==> src/rtl/core/mrbt_pkg.sv <==
`timescale 1ns / 1ps
// ----------------------------------------------------------------------------
// mrbt_pkg
// Shared types, codes and the ROM mirror layout for the bank translator.
// ----------------------------------------------------------------------------
package mrbt_pkg;

  typedef enum logic [1:0] {
    CMD_STORE = 2'd0,
    CMD_LOAD  = 2'd1,
    CMD_XLATE = 2'd2
  } cmd_t;

  typedef enum logic [1:0] {
    KIND_NONE = 2'd0,
    KIND_ROM  = 2'd1,
    KIND_WRAM = 2'd2,
    KIND_CARD = 2'd3
  } kind_t;

  localparam logic [1:0] CFG_ROM_COUNT = 2'd0;
  localparam logic [1:0] CFG_WRAM_BANKS = 2'd1;
  localparam logic [1:0] CFG_CARD_MODE = 2'd2;

  localparam logic [1:0] CARD_192K = 2'd1;
  localparam logic [1:0] CARD_32K = 2'd2;

  localparam logic [7:0] ROM_COUNT_384K = 8'h30;
  localparam logic [7:0] ROM_COUNT_512K = 8'h40;
  localparam logic [7:0] ROM_COUNT_768K = 8'h60;

  localparam logic [7:0] ROM_COUNT_RST = 8'd32;
  localparam logic [2:0] WRAM_BANKS_RST = 3'd1;
  localparam logic [1:0] CARD_MODE_RST = 2'd0;

  localparam int DIVIDEND_W = 7;
  localparam int OFFSET_W = 13;
  localparam int PHYS_W = 20;
  localparam int IN_TDATA_W = 40;
  localparam int OUT_TDATA_W = 40;

  typedef struct packed {
    logic load_in;
    logic start_div;
    logic commit;
  } ctrl_cmd_t;

  typedef struct packed {
    logic need_div;
    logic div_done;
  } dp_status_t;

  // start group (in units of 16 banks) for the 16-bank group of a ROM bank
  function automatic logic [2:0] layout_group(input logic [7:0] count,
                                              input logic [2:0] grp);
    logic [2:0] res;
    res = grp;
    if (count == ROM_COUNT_384K) begin
      res = grp[2] ? 3'd2 : {2'b00, grp[0]};
    end else if (count == ROM_COUNT_512K) begin
      res = {1'b0, (grp[2] | grp[1]), grp[0]};
    end else if (count == ROM_COUNT_768K) begin
      res = (grp[2] && grp[1]) ? {2'b10, grp[0]} : grp;
    end
    return res;
  endfunction

endpackage

==> src/rtl/core/mrbt_urem.sv <==
`timescale 1ns / 1ps
// ----------------------------------------------------------------------------
// mrbt_urem
// Restoring remainder unit, one dividend bit per cycle.
// ----------------------------------------------------------------------------
module mrbt_urem (
  input  logic                              clk,
  input  logic                              rst,
  input  logic                              start,
  input  logic [mrbt_pkg::DIVIDEND_W-1:0]   dividend,
  input  logic [7:0]                        divisor,
  output logic                              done,
  output logic [7:0]                        remainder
);

  logic                            busy;
  logic [2:0]                      cnt;
  logic [mrbt_pkg::DIVIDEND_W-1:0] dvd;
  logic [7:0]                      dsr;
  logic [8:0]                      trial;
  logic [8:0]                      diff;
  logic                            ge;

  assign trial = {remainder, dvd[mrbt_pkg::DIVIDEND_W-1]};
  assign diff  = trial - {1'b0, dsr};
  assign ge    = trial >= {1'b0, dsr};

  always_ff @(posedge clk) begin
    if (rst) begin
      busy <= 1'b0;
      done <= 1'b0;
      cnt  <= '0;
    end else if (start) begin
      busy <= 1'b1;
      done <= 1'b0;
      cnt  <= 3'(mrbt_pkg::DIVIDEND_W - 1);
    end else if (busy) begin
      cnt <= cnt - 3'd1;
      if (cnt == 3'd0) begin
        busy <= 1'b0;
        done <= 1'b1;
      end
    end
  end

  always_ff @(posedge clk) begin
    if (start) begin
      dvd       <= dividend;
      dsr       <= divisor;
      remainder <= '0;
    end else if (busy) begin
      dvd       <= {dvd[mrbt_pkg::DIVIDEND_W-2:0], 1'b0};
      remainder <= ge ? diff[7:0] : trial[7:0];
    end
  end

endmodule

==> src/rtl/core/mrbt_ctrl.sv <==
`timescale 1ns / 1ps
// ----------------------------------------------------------------------------
// mrbt_ctrl
// Sequencer for one request at a time and the result valid flag.
// ----------------------------------------------------------------------------
module mrbt_ctrl (
  input  logic                   clk,
  input  logic                   rst,
  input  logic                   s_tvalid,
  output logic                   s_tready,
  output logic                   m_tvalid,
  input  logic                   m_tready,
  input  mrbt_pkg::dp_status_t   status,
  output mrbt_pkg::ctrl_cmd_t    cmd
);

  typedef enum logic [3:0] {
    ST_IDLE = 4'b0001,
    ST_EXEC = 4'b0010,
    ST_DIV  = 4'b0100,
    ST_DONE = 4'b1000
  } state_t;

  state_t state, state_next;
  logic   out_free;

  assign out_free = !m_tvalid || m_tready;
  assign s_tready = (state == ST_IDLE);

  always_comb begin
    state_next    = state;
    cmd.load_in   = 1'b0;
    cmd.start_div = 1'b0;
    cmd.commit    = 1'b0;
    unique case (state)
      ST_IDLE: begin
        if (s_tvalid) begin
          cmd.load_in = 1'b1;
          state_next  = ST_EXEC;
        end
      end
      ST_EXEC: begin
        if (status.need_div) begin
          cmd.start_div = 1'b1;
          state_next    = ST_DIV;
        end else if (out_free) begin
          cmd.commit = 1'b1;
          state_next = ST_IDLE;
        end
      end
      ST_DIV: begin
        if (status.div_done) begin
          state_next = ST_DONE;
        end
      end
      ST_DONE: begin
        if (out_free) begin
          cmd.commit = 1'b1;
          state_next = ST_IDLE;
        end
      end
      default: state_next = ST_IDLE;
    endcase
  end

  always_ff @(posedge clk) begin
    if (rst) begin
      state    <= ST_IDLE;
      m_tvalid <= 1'b0;
    end else begin
      state <= state_next;
      if (cmd.commit) begin
        m_tvalid <= 1'b1;
      end else if (m_tready) begin
        m_tvalid <= 1'b0;
      end
    end
  end

endmodule

==> src/rtl/core/mrbt_dp.sv <==
`timescale 1ns / 1ps
// ----------------------------------------------------------------------------
// mrbt_dp
// Mapping registers, transfer buffer, bank classification and result register.
// ----------------------------------------------------------------------------
module mrbt_dp (
  input  logic                                clk,
  input  logic                                rst,
  input  logic [mrbt_pkg::IN_TDATA_W-1:0]     s_tdata,
  output logic [mrbt_pkg::OUT_TDATA_W-1:0]    m_tdata,
  input  logic                                cfg_valid,
  input  logic [1:0]                          cfg_index,
  input  logic [7:0]                          cfg_data,
  input  mrbt_pkg::ctrl_cmd_t                 cmd,
  output mrbt_pkg::dp_status_t                status
);

  logic [7:0] map_reg [8];
  logic [7:0] last_xfer;
  logic [7:0] rom_count;
  logic [2:0] wram_banks;
  logic [1:0] card_mode;

  mrbt_pkg::cmd_t cmd_q;
  logic [7:0]     mask_q;
  logic [7:0]     wval_q;
  logic [15:0]    addr_q;

  logic [7:0]                      bank;
  logic                            is_rom;
  logic                            is_wram;
  logic                            card_a;
  logic                            card_b;
  logic [7:0]                      card_a_idx;
  logic [7:0]                      rom_div;
  logic [2:0]                      wram_div;
  logic [2:0]                      grp;
  logic [mrbt_pkg::DIVIDEND_W-1:0] dividend;
  logic [7:0]                      divisor;
  logic                            div_done;
  logic [7:0]                      rem;
  logic [7:0]                      or_all;
  mrbt_pkg::kind_t                 kind;
  logic [mrbt_pkg::PHYS_W-1:0]     phys;

  logic [7:0]                  rd_out;
  logic [7:0]                  bank_out;
  mrbt_pkg::kind_t             kind_out;
  logic [mrbt_pkg::PHYS_W-1:0] phys_out;

  // config registers
  always_ff @(posedge clk) begin
    if (rst) begin
      rom_count  <= mrbt_pkg::ROM_COUNT_RST;
      wram_banks <= mrbt_pkg::WRAM_BANKS_RST;
      card_mode  <= mrbt_pkg::CARD_MODE_RST;
    end else if (cfg_valid) begin
      unique case (cfg_index)
        mrbt_pkg::CFG_ROM_COUNT:  rom_count  <= cfg_data;
        mrbt_pkg::CFG_WRAM_BANKS: wram_banks <= cfg_data[2:0];
        mrbt_pkg::CFG_CARD_MODE:  card_mode  <= cfg_data[1:0];
        default: ;
      endcase
    end
  end

  // request capture
  always_ff @(posedge clk) begin
    if (cmd.load_in) begin
      cmd_q  <= mrbt_pkg::cmd_t'(s_tdata[1:0]);
      mask_q <= s_tdata[9:2];
      wval_q <= s_tdata[17:10];
      addr_q <= s_tdata[33:18];
    end
  end

  // classification
  assign bank       = map_reg[addr_q[15:13]];
  assign is_rom     = !bank[7];
  assign is_wram    = (bank[7:2] == 6'b111110);
  assign card_a     = (card_mode == mrbt_pkg::CARD_192K) && (bank >= 8'h68) && (bank <= 8'h7F);
  assign card_b     = (card_mode == mrbt_pkg::CARD_32K) && (bank >= 8'h40) && (bank <= 8'h5F);
  assign card_a_idx = bank - 8'h68;
  assign rom_div    = (rom_count == 8'd0) ? 8'd1 : rom_count;
  assign wram_div   = (wram_banks == 3'd0) ? 3'd1 : wram_banks;
  assign grp        = mrbt_pkg::layout_group(rom_div, bank[6:4]);
  assign dividend   = is_rom ? {grp, bank[3:0]} : {5'b00000, bank[1:0]};
  assign divisor    = is_rom ? rom_div : {5'b00000, wram_div};

  assign status.need_div = (cmd_q == mrbt_pkg::CMD_XLATE) && (is_rom || is_wram)
                           && !card_a && !card_b;
  assign status.div_done = div_done;

  mrbt_urem u_urem (
    .clk       (clk),
    .rst       (rst),
    .start     (cmd.start_div),
    .dividend  (dividend),
    .divisor   (divisor),
    .done      (div_done),
    .remainder (rem)
  );

  always_comb begin
    or_all = '0;
    for (int i = 0; i < 8; i++) begin
      if (mask_q[i]) or_all = or_all | map_reg[i];
    end
  end

  always_comb begin
    priority if (card_a) begin
      kind = mrbt_pkg::KIND_CARD;
      phys = {2'b00, card_a_idx[4:0], addr_q[12:0]};
    end else if (card_b) begin
      kind = mrbt_pkg::KIND_CARD;
      phys = {5'b00000, bank[1:0], addr_q[12:0]};
    end else if (is_rom) begin
      kind = mrbt_pkg::KIND_ROM;
      phys = {rem[6:0], addr_q[12:0]};
    end else if (is_wram) begin
      kind = mrbt_pkg::KIND_WRAM;
      phys = {rem[6:0], addr_q[12:0]};
    end else begin
      kind = mrbt_pkg::KIND_NONE;
      phys = '0;
    end
  end

  // state update on commit
  always_ff @(posedge clk) begin
    if (rst) begin
      for (int i = 0; i < 8; i++) map_reg[i] <= '0;
      last_xfer <= '0;
    end else if (cmd.commit) begin
      if (cmd_q == mrbt_pkg::CMD_STORE && mask_q != 8'd0) begin
        last_xfer <= wval_q;
        for (int i = 0; i < 8; i++) begin
          if (mask_q[i]) map_reg[i] <= wval_q;
        end
      end else if (cmd_q == mrbt_pkg::CMD_LOAD && mask_q != 8'd0) begin
        last_xfer <= or_all;
      end
    end
  end

  // result register
  always_ff @(posedge clk) begin
    if (cmd.commit) begin
      unique case (cmd_q)
        mrbt_pkg::CMD_LOAD: begin
          rd_out   <= (mask_q == 8'd0) ? last_xfer : or_all;
          bank_out <= '0;
          kind_out <= mrbt_pkg::KIND_NONE;
          phys_out <= '0;
        end
        mrbt_pkg::CMD_XLATE: begin
          rd_out   <= '0;
          bank_out <= bank;
          kind_out <= kind;
          phys_out <= phys;
        end
        default: begin
          rd_out   <= '0;
          bank_out <= '0;
          kind_out <= mrbt_pkg::KIND_NONE;
          phys_out <= '0;
        end
      endcase
    end
  end

  assign m_tdata = {2'b00, phys_out, kind_out, bank_out, rd_out};

endmodule

==> src/rtl/core/mapping_register_bank_translator_unit.sv <==
`timescale 1ns / 1ps
// ----------------------------------------------------------------------------
// mapping_register_bank_translator_unit
// Eight bank mapping registers with store, load and address translation.
// ----------------------------------------------------------------------------
// Requests enter on the s_ group, results leave on the m_ group; each request
// gives exactly one result. Configuration writes use cfg_valid/cfg_index/
// cfg_data and are always ready (0 ROM bank count, 1 work RAM banks,
// 2 card RAM mode).
// One request is handled at a time. Store, load and translations that hit
// card RAM or unmapped banks go from the idle state to the execute state and
// commit the result there. ROM and work RAM translations pass through the
// divide and done states before the commit: the bank mirror is a remainder
// by the configured bank count, worked out one bit per cycle in the
// remainder unit.
// The result sits in an output register; the next request is accepted while
// it waits, and that request finishes once the receiver takes the old one.
// Reset clears the mapping registers and transfer buffer and restores the
// default configuration (32 ROM banks, 1 work RAM bank, no card RAM).
// ----------------------------------------------------------------------------
module mapping_register_bank_translator_unit (
  input  logic        clk,
  input  logic        rst,
  input  logic        s_tvalid,
  output logic        s_tready,
  // command[1:0], select_mask[9:2], write_value[17:10], logical_address[33:18]
  input  logic [39:0] s_tdata,
  output logic        m_tvalid,
  input  logic        m_tready,
  // read_data[7:0], bank_number[15:8], memory_kind[17:16],
  // physical_offset[37:18]
  output logic [39:0] m_tdata,
  input  logic        cfg_valid,
  output logic        cfg_ready,
  input  logic [1:0]  cfg_index,
  input  logic [7:0]  cfg_data
);

  mrbt_pkg::ctrl_cmd_t  cmd;
  mrbt_pkg::dp_status_t status;

  assign cfg_ready = 1'b1;

  mrbt_ctrl u_ctrl (
    .clk      (clk),
    .rst      (rst),
    .s_tvalid (s_tvalid),
    .s_tready (s_tready),
    .m_tvalid (m_tvalid),
    .m_tready (m_tready),
    .status   (status),
    .cmd      (cmd)
  );

  mrbt_dp u_dp (
    .clk       (clk),
    .rst       (rst),
    .s_tdata   (s_tdata),
    .m_tdata   (m_tdata),
    .cfg_valid (cfg_valid),
    .cfg_index (cfg_index),
    .cfg_data  (cfg_data),
    .cmd       (cmd),
    .status    (status)
  );

endmodule

==> config.mk <==
export PLATFORM = sky130hd
export DESIGN_NAME = mapping_register_bank_translator_unit
export DESIGN_NICKNAME = d
export VERILOG_FILES = /design/src/rtl/core/mrbt_pkg.sv /design/src/rtl/core/mrbt_urem.sv /design/src/rtl/core/mrbt_ctrl.sv /design/src/rtl/core/mrbt_dp.sv /design/src/rtl/core/mapping_register_bank_translator_unit.sv
export SDC_FILE = /design/constraint.sdc
export NUM_CORES = 1
export LEC_CHECK = 0
export BUFFER_PORTS_ARGS = -buffer_cell sky130_fd_sc_hd__buf_2
export CORE_MARGIN = 2
export CORE_UTILIZATION = 40
export CTS_BUF_LIST = sky130_fd_sc_hd__clkbuf_2 sky130_fd_sc_hd__clkbuf_4 sky130_fd_sc_hd__clkbuf_8
export CTS_CLUSTER_SIZE = 28
export DETAILED_ROUTE_END_ITERATION = 10
export RECOVER_POWER = 25
export SETUP_SLACK_MARGIN = 0.1
export SYNTH_ARGS = -nofsm -noshare
export SYNTH_HDL_FRONTEND = slang
export SYNTH_SLANG_ARGS = --single-unit
==> constraint.sdc <==
create_clock -name clk -period 5.8 [get_ports clk]
set_input_delay 1.16 -clock clk [delete_from_list [all_inputs] [get_ports clk]]
set_output_delay 1.16 -clock clk [all_outputs]
set_load 0.005 [all_outputs]
After elaboration in Yosys (flattened, before gate mapping)
Memory sizes are Yosys's and may differ from the RTL's. A register that Yosys moved wholly into a read port is not among the register bits.
Index checks and enable logic that the tools add are counted.
W data, S select, Z words.
Cells by class
  add/subtract/negate cells: 3
  $lt $le $gt $ge: 5
  equal/unequal tests: 16
  muxes and demuxes: 101
  bitwise logic cells: 17
  reduce and logical (&&, ||, !) cells: 34
Operator list (number)
  $mux W8: 21
  $or A8 B8 Y8: 7
  $mux W1: 53
  $mux W20: 2
  $mux W18: 2
  $mux W3: 9
  $mux W7: 3
  $eq A8 B7 Y1 const B: 2
  $ge A8 B7 Y1 const B: 2
  $le A8 B7 Y1 const B: 2
  $logic_not A8 Y1: 2
  $mux W4: 4
  $pmux W4 S4: 1
  $reduce_and A2 Y1: 6
  $logic_and A1 B1 Y1: 10
  $mux W2: 5
  $ge A9 B8 Y1: 1
  $or A1 B1 Y1: 9
  $eq A8 B6 Y1 const B: 1
  $reduce_bool A8 Y1: 1
  $sub A8 B8 Y8: 1
  $eq A2 B1 Y1 const B: 3
  $eq A2 B2 Y1 const B: 3
  $eq A6 B6 Y1 const B: 1
  17 further kinds: 25
Word-level totals
  flip-flop bits (word level): 126
  memory bits (writable): 64
  input port bits: 55
  output and inout bits: 43
  word-level logic and storage cells: 200
  memories kept: 1
Memories
  u_dp.map_reg: words 8, width 8, read ports 9, clocked after memory_dff 1, wr ports 8, RTL line mrbt_dp.sv:18  | logic [7:0] map_reg [8];

Logic depth before layout (Yosys ltp)
Gate-level depths: netlist of the first run.
An unclocked memory read counts as a cell.
  depth after elaboration: 18
  depth in mapped cells: 14
  mapped depth without buffers: 12

Modules after synthesis
A second synthesis of the first run with hierarchy kept.
Unflattened totals
  cells, all modules: 714
  area total of the unflattened synthesis: 8892.3 µm²
By module, submodules not included
  mrbt_dp: instances 1, cells an instance 515, area each 6954.2 µm², seq. area each 4564.4 µm²
  mrbt_urem: instances 1, cells an instance 161, area each 1615.3 µm², seq. area each 710.7 µm²
  mrbt_ctrl: instances 1, cells an instance 36, area each 311.5 µm², seq. area each 100.1 µm²
  mapping_register_bank_translator_unit: instances 1, cells an instance 2, area each 11.3 µm², seq. area each 0.0 µm²

Worst setup path after synthesis of the first run
Ideal clock, no wire load.
  path kind: flip-flop to flip-flop
  start point: reg (tool-made name)
  end point: reg u_dp.bank_out[0] (enable)
  setup time: 0.398 ns
  arrival: 3.164 ns
  required time: 5.402 ns
  path slack: 2.238 ns
  cell stages (with the launch flop): 8
  buffers on the path: 1
  clock period less this slack: 3.562 ns
  cell sequence: dfxtp_1 buf_2 mux4_2 mux2i_2 mux2_2 a311o_1 a21boi_0 o21a_1
RTL lines
  to (signal assigned): RTL line mrbt_dp.sv:159  | bank_out <= bank;
  to (decl): RTL line mrbt_dp.sv:47  | logic [7:0] bank_out;

==> results of run 1 <==
-- critical path, cell delays in order, from the launching register on --
cell and delay, ns:
dfxtp_1 0.64, buf_4 0.33, mux4_1 0.62, a21oi_1 0.37, inv_1 0.09, ha_1 0.20
nand4_1 0.10, a311o_1 0.53, a21boi_0 0.21, o21a_2 0.58, or2_2 0.43
-- cell families after synthesis --
group,count (synthesis),share of synthesized area (%)
adder cells (fa/ha/maj),12,1.786
buffers and inverters,72,3.828
AND/OR/NAND/NOR,289,15.98
other,2,0.08510
AO/OA/AOI/OAI,115,9.018
XOR/XNOR,5,0.4962
flip-flops,193,60.91
multiplexers,48,7.897
-- placed cells by master, fill, tap and decap left out, types with 5 or more instances in the layout --
cell type	count
nand4_1	11
a21o_1	5
a21oi_1	31
clkbuf_1	5
inv_1	31
ha_1	11
buf_2	85
nor2_1	123
a22oi_1	32
o21ai_0	12
nor3_1	18
dfxtp_1	42
mux4_2	13
mux2i_1	29
clkbuf_8	17
nand2_1	48
buf_4	6
nand3b_1	6
nand2b_1	24
nor2b_1	8
edfxtp_1	151
and2_1	20
-- stage by stage --
stage / std cells / utilization [%]
3_5_place_dp: 1073 / 43.53
5_1_grt: 1105 / 45.17
6_report: 1105 / 45.17
2_1_floorplan: 737 / -
4_1_cts: 1105 / 45.30
3_3_place_gp: 1073 / 43.53
-- power groups by stage --
stage	Clock (mW)	Sequential [mW]	Combinational, mW
final	0.843	1.64	0.449
after global routing	0.917	1.65	0.503
after CTS	0.861	1.64	0.458
after detailed placement	0	1.67	0.456
after global placement	0	1.67	0.450
after floorplan	0	1.63	0.364
-- per-layer routing --
layer / wire [um] / vias to the layer above / part of all wire (%) / track usage [%]
met5: 0 / - / 0 / 0
met3: 1173 / 37 / 5.9 / 4.096
met1: 8404 / 2868 / 42 / 21.76
li1: - / 2827 / - / -
met4: 590 / 0 / 3.0 / 6.526
met2: 9645 / 193 / 49 / 28.46
-- worst max-delay path by stage --
stage          slack (ns)                              to
4_1_cts              1.54    u_ctrl.state[0]$_SDFFE_PP1P_
6_report             1.59    u_ctrl.state[0]$_SDFFE_PP1P_
5_1_grt              1.23    u_ctrl.state[0]$_SDFFE_PP1P_
3_3_place_gp         1.62    u_ctrl.state[0]$_SDFFE_PP1P_
3_5_place_dp         1.57    u_ctrl.state[0]$_SDFFE_PP1P_
2_1_floorplan        2.24  u_dp.bank_out[0]$_SDFFCE_PP0P_
-- cell type report --
type	count	area share, %
clock buffer	18	2.457
clock inverter	14	1.451
inverter	32	1.222
multi-input combinational	472	31.63
sequential	193	54.70
tap	280	3.565
timing repair buffer	96	4.978
==> metrics.yaml, run 1 <==
status: "complete, but fails checks"
violations: "capacitance limit, slew limit"
rsz0062_at_grt: "false"
period_minus_slack_ns: 4.212
drt-initial-drc-count: 443
nets: 879
hp-start: "u_dp.addr_q[13]$_DFFE_PP_"
netlist_area_sq_um: 8825
ant_nets: 0
critPathCaptureType: "register"
netlist.area_leader.share_pct: 51.38
pre_cts_slack_ns: 1.569
core_sq_um: 21760
startpoint_type: "register"
switching_power_uw: 847.7
avgSynthCellArea_sq_um: 11.99
synth-async-reset-ratio_pct: 0
row_count: 54
wl_per_cell_um: 17.93
io_pins: 98
vias: 5925
final_hold_viol_count: 0
ys_ff_latch: 193
ff2ff_path_depth: 10
fin_ws_ns: 1.588
crit_type: "register to register"
ys_seq_area_share_pct: 60.91
yosys-top-cells-count: "edfxtp_1, nor2_1, nand2_1, dfxtp_1, a22oi_1"
arrival_ns: 4.58
min_path_cells: 2
grtUsageTotal_pct: 17.10
reg2reg_slack_ns: 1.59
slew_violations: 84
cts_setup_buffers: 0
post-synth-top-area-cell: "edfxtp_1"
crit_required_ns: 6.16
synth-warning-count: 0
largest_register_ffs: 64
holdBufCountCts: 0
slew_headroom_pct: -42.04
peakVddDrop_uv: 139.6
cts_sinks: 193
die_height_um: 152.5
drv_cap: 2
worstMarginPinSlew_ns: 2.131
synth_edf_count: 151
cts_resized: 0
synth_cell_type_count: 68
gr-total-overflow: 0
synth_flop_cell: "edfxtp_1"
combPwrFrac_pct: 15.3
total_power_mw: 2.934
initial_core_util_pct: 40.56
syn_to_final_growth_pct: 11.36
pwr_density_cell_nw_per_um2: 298.6
grt_max_degree: 46
whs_ns: 0.4697
fin_crit_sh_pct: 72.62
cts_buffer_depth: 2
grt_first_pass_wirelength_um: 30950
hp-class: "register to register"
dieArea_sq_um: 23270
synth_area_leaders: "edfxtp_1, dfxtp_1, nor2_1"
drc: 0
clk_latency_ns: 0.47
htree_levels: 4
drtPass1Iterations: 5
clock.fmax_mhz: 237.4
layout-drive-gt1-share_pct: 19.03
power.leakage_nw: 3.726
fill_cells: 2050
dp_hpwl_um: 13670
multi_input_area_sq_um: 3108
cts_made_buffers: 17
clockRootBuffer: "clkbuf_8"
finClkSkew_ns: 0.01785
die_w_um: 152.5
drt-vias-per-instance: 5.362
wl_um: 19810
antennaDiodeCount: 0
antenna_found_initial: 0
synthCells: 736
final.setup.tns_ns: 0
yosysMostFrequentCell: "edfxtp_1"
io_buffers: 88
clk_pin_slew_ns: 0.11
p_sw_share_pct: 28.89
power_frac_seq_pct: 56.0
clockPowerShare_pct: 28.7
gp_congestion: 0.8353
r2r-end: "u_ctrl.state[0]$_SDFFE_PP1P_"
grt_pass1_vias: 5761
cp_max_fo: 39
internal_power_mw: 2.086
seq_area_sq_um: 5375
stdcell_area_sq_um: 9827
placed_area_sq_um: 9470
cts_tree: "yes"
finalSetupViolCount: 0
Note: power is estimated with default switching activity, not from simulation.
==> run 2, diff against run 1 <==
==> constraint.sdc (replaced) <==
create_clock -name clk -period 3.5 [get_ports clk]
set_input_delay 0.7 -clock clk [delete_from_list [all_inputs] [get_ports clk]]
set_output_delay 0.7 -clock clk [all_outputs]
set_load 0.005 [all_outputs]
==> metrics.yaml, run 2 (synthesis results as in run 1) <==
dp_hpwl_um: 14640
cts_sinks: 193
pre_cts_slack_ns: 0.2917
wl_um: 20360
multi_input_area_sq_um: 3124
drv_cap: 0
antenna_found_initial: 0
die_height_um: 152.5
final_cell_mix: "edfxtp_1, nor2_1, buf_2, nand2_1, buf_4"
stdcell_area_sq_um: 10220
grt_first_pass_wirelength_um: 32430
syn_to_final_growth_pct: 15.78
crit_type: "register to register"
final_hold_viol_count: 0
status: "finished, final reports clean"
fin_ws_ns: 0.3045
fill_cells: 2026
die_w_um: 152.5
wl_per_cell_um: 17.75
clk_latency_ns: 0.48
dieArea_sq_um: 23270
gr-total-overflow: 0
slew_violations: 0
core_sq_um: 21760
slew_headroom_pct: 22.87
largest_register_ffs: 64
gp_congestion: 0.8573
drtPass1Iterations: 5
peakVddDrop_uv: 259.3
clock.fmax_mhz: 312.9
clk_pin_slew_ns: 0.11
cts_tree: "yes"
grt-busiest-layer: "met2"
ant_nets: 0
pwr_density_cell_nw_per_um2: 499.8
final_common_cell: "edfxtp_1"
initial_core_util_pct: 40.56
vias: 6077
clockRootBuffer: "clkbuf_8"
htree_levels: 4
io_buffers: 88
holdBufCountCts: 0
rsz0062_at_grt: "false"
final.setup.tns_ns: 0
drt-vias-per-instance: 5.298
antennaDiodeCount: 0
finClkSkew_ns: 0.02154
cts_buffer_depth: 2
drt-initial-drc-count: 382
reg2reg_slack_ns: 0.30
row_count: 54
worstMarginPinSlew_ns: 1.157
arrival_ns: 3.37
layout-drive-gt1-share_pct: 21.45
fin_crit_sh_pct: 91.30
grt_util_met2_pct: 30.74
grt_max_degree: 30
total_power_mw: 5.106
met1_usage_pct: 22.47
period_minus_slack_ns: 3.195
cts_made_buffers: 17
crit_required_ns: 3.68
cts_setup_buffers: 0
seq_area_sq_um: 5375
grt_pass1_vias: 6140
cts_resized: 0
finalSetupViolCount: 0
startpoint_type: "register"
nets: 921
cp_max_fo: 29
placed_area_sq_um: 9798
grtUsageTotal_pct: 17.86
use_met3_pct: 3.754
hp-class: "input pin to register"
critPathCaptureType: "register"
final_util_pct: 46.96
power.leakage_nw: 3.921
drc: 0
io_pins: 98
run 2: stage by stage:
step,cells,hold WS [ns]
after floorplan,737,0.4151
after detailed placement,1115,0.4432
after global routing,1147,0.3446
after global placement,1115,0.4414
after CTS,1147,0.3547
final,1147,0.3862
run 2: worst paths after layout:
path / from / endpoint / cells after the start
setup / recovery: register / u_dp.kind_out[1]$_SDFFCE_PP0P_ / 7
hold / removal: s_tdata[27] / u_dp.addr_q[9]$_DFFE_PP_ / 1
setup reg to reg: register / u_dp.kind_out[1]$_SDFFCE_PP0P_ / 7
hold reg to reg: u_dp.addr_q[15]$_DFFE_PP_ / register / 2
run 2: routing by layer:
metal  routed length, um  vias up
met2               10200      207
met1                8658     2931
met3                1089       32
li1                    -     2907
met4                 415        0
met5                   0        -
run 2: worst max-delay path: stages, from the launching register on:
cell	delay (ns)
dfxtp_1	0.66
mux4_1	0.64
mux2i_1	0.32
nand4_1	0.19
a311o_1	0.41
a21boi_0	0.25
o21a_2	0.22
buf_12	0.19
run 2: layout make-up:
class                      instances  share of cell area (%)
sequential                       193                   52.61
multi-input combinational        472                   30.58
timing repair buffer             138                   7.837
tap                              280                   3.429
clock buffer                      17                   2.290
clock inverter                    15                   2.082
inverter                          32                   1.176
run 2: where the power goes:
group	internal [mW]	switching (mW)	leakage, nW
Clock	0.683	0.894	0.220
Combinational	0.377	0.466	1.87
Sequential	2.59	0.0950	1.83
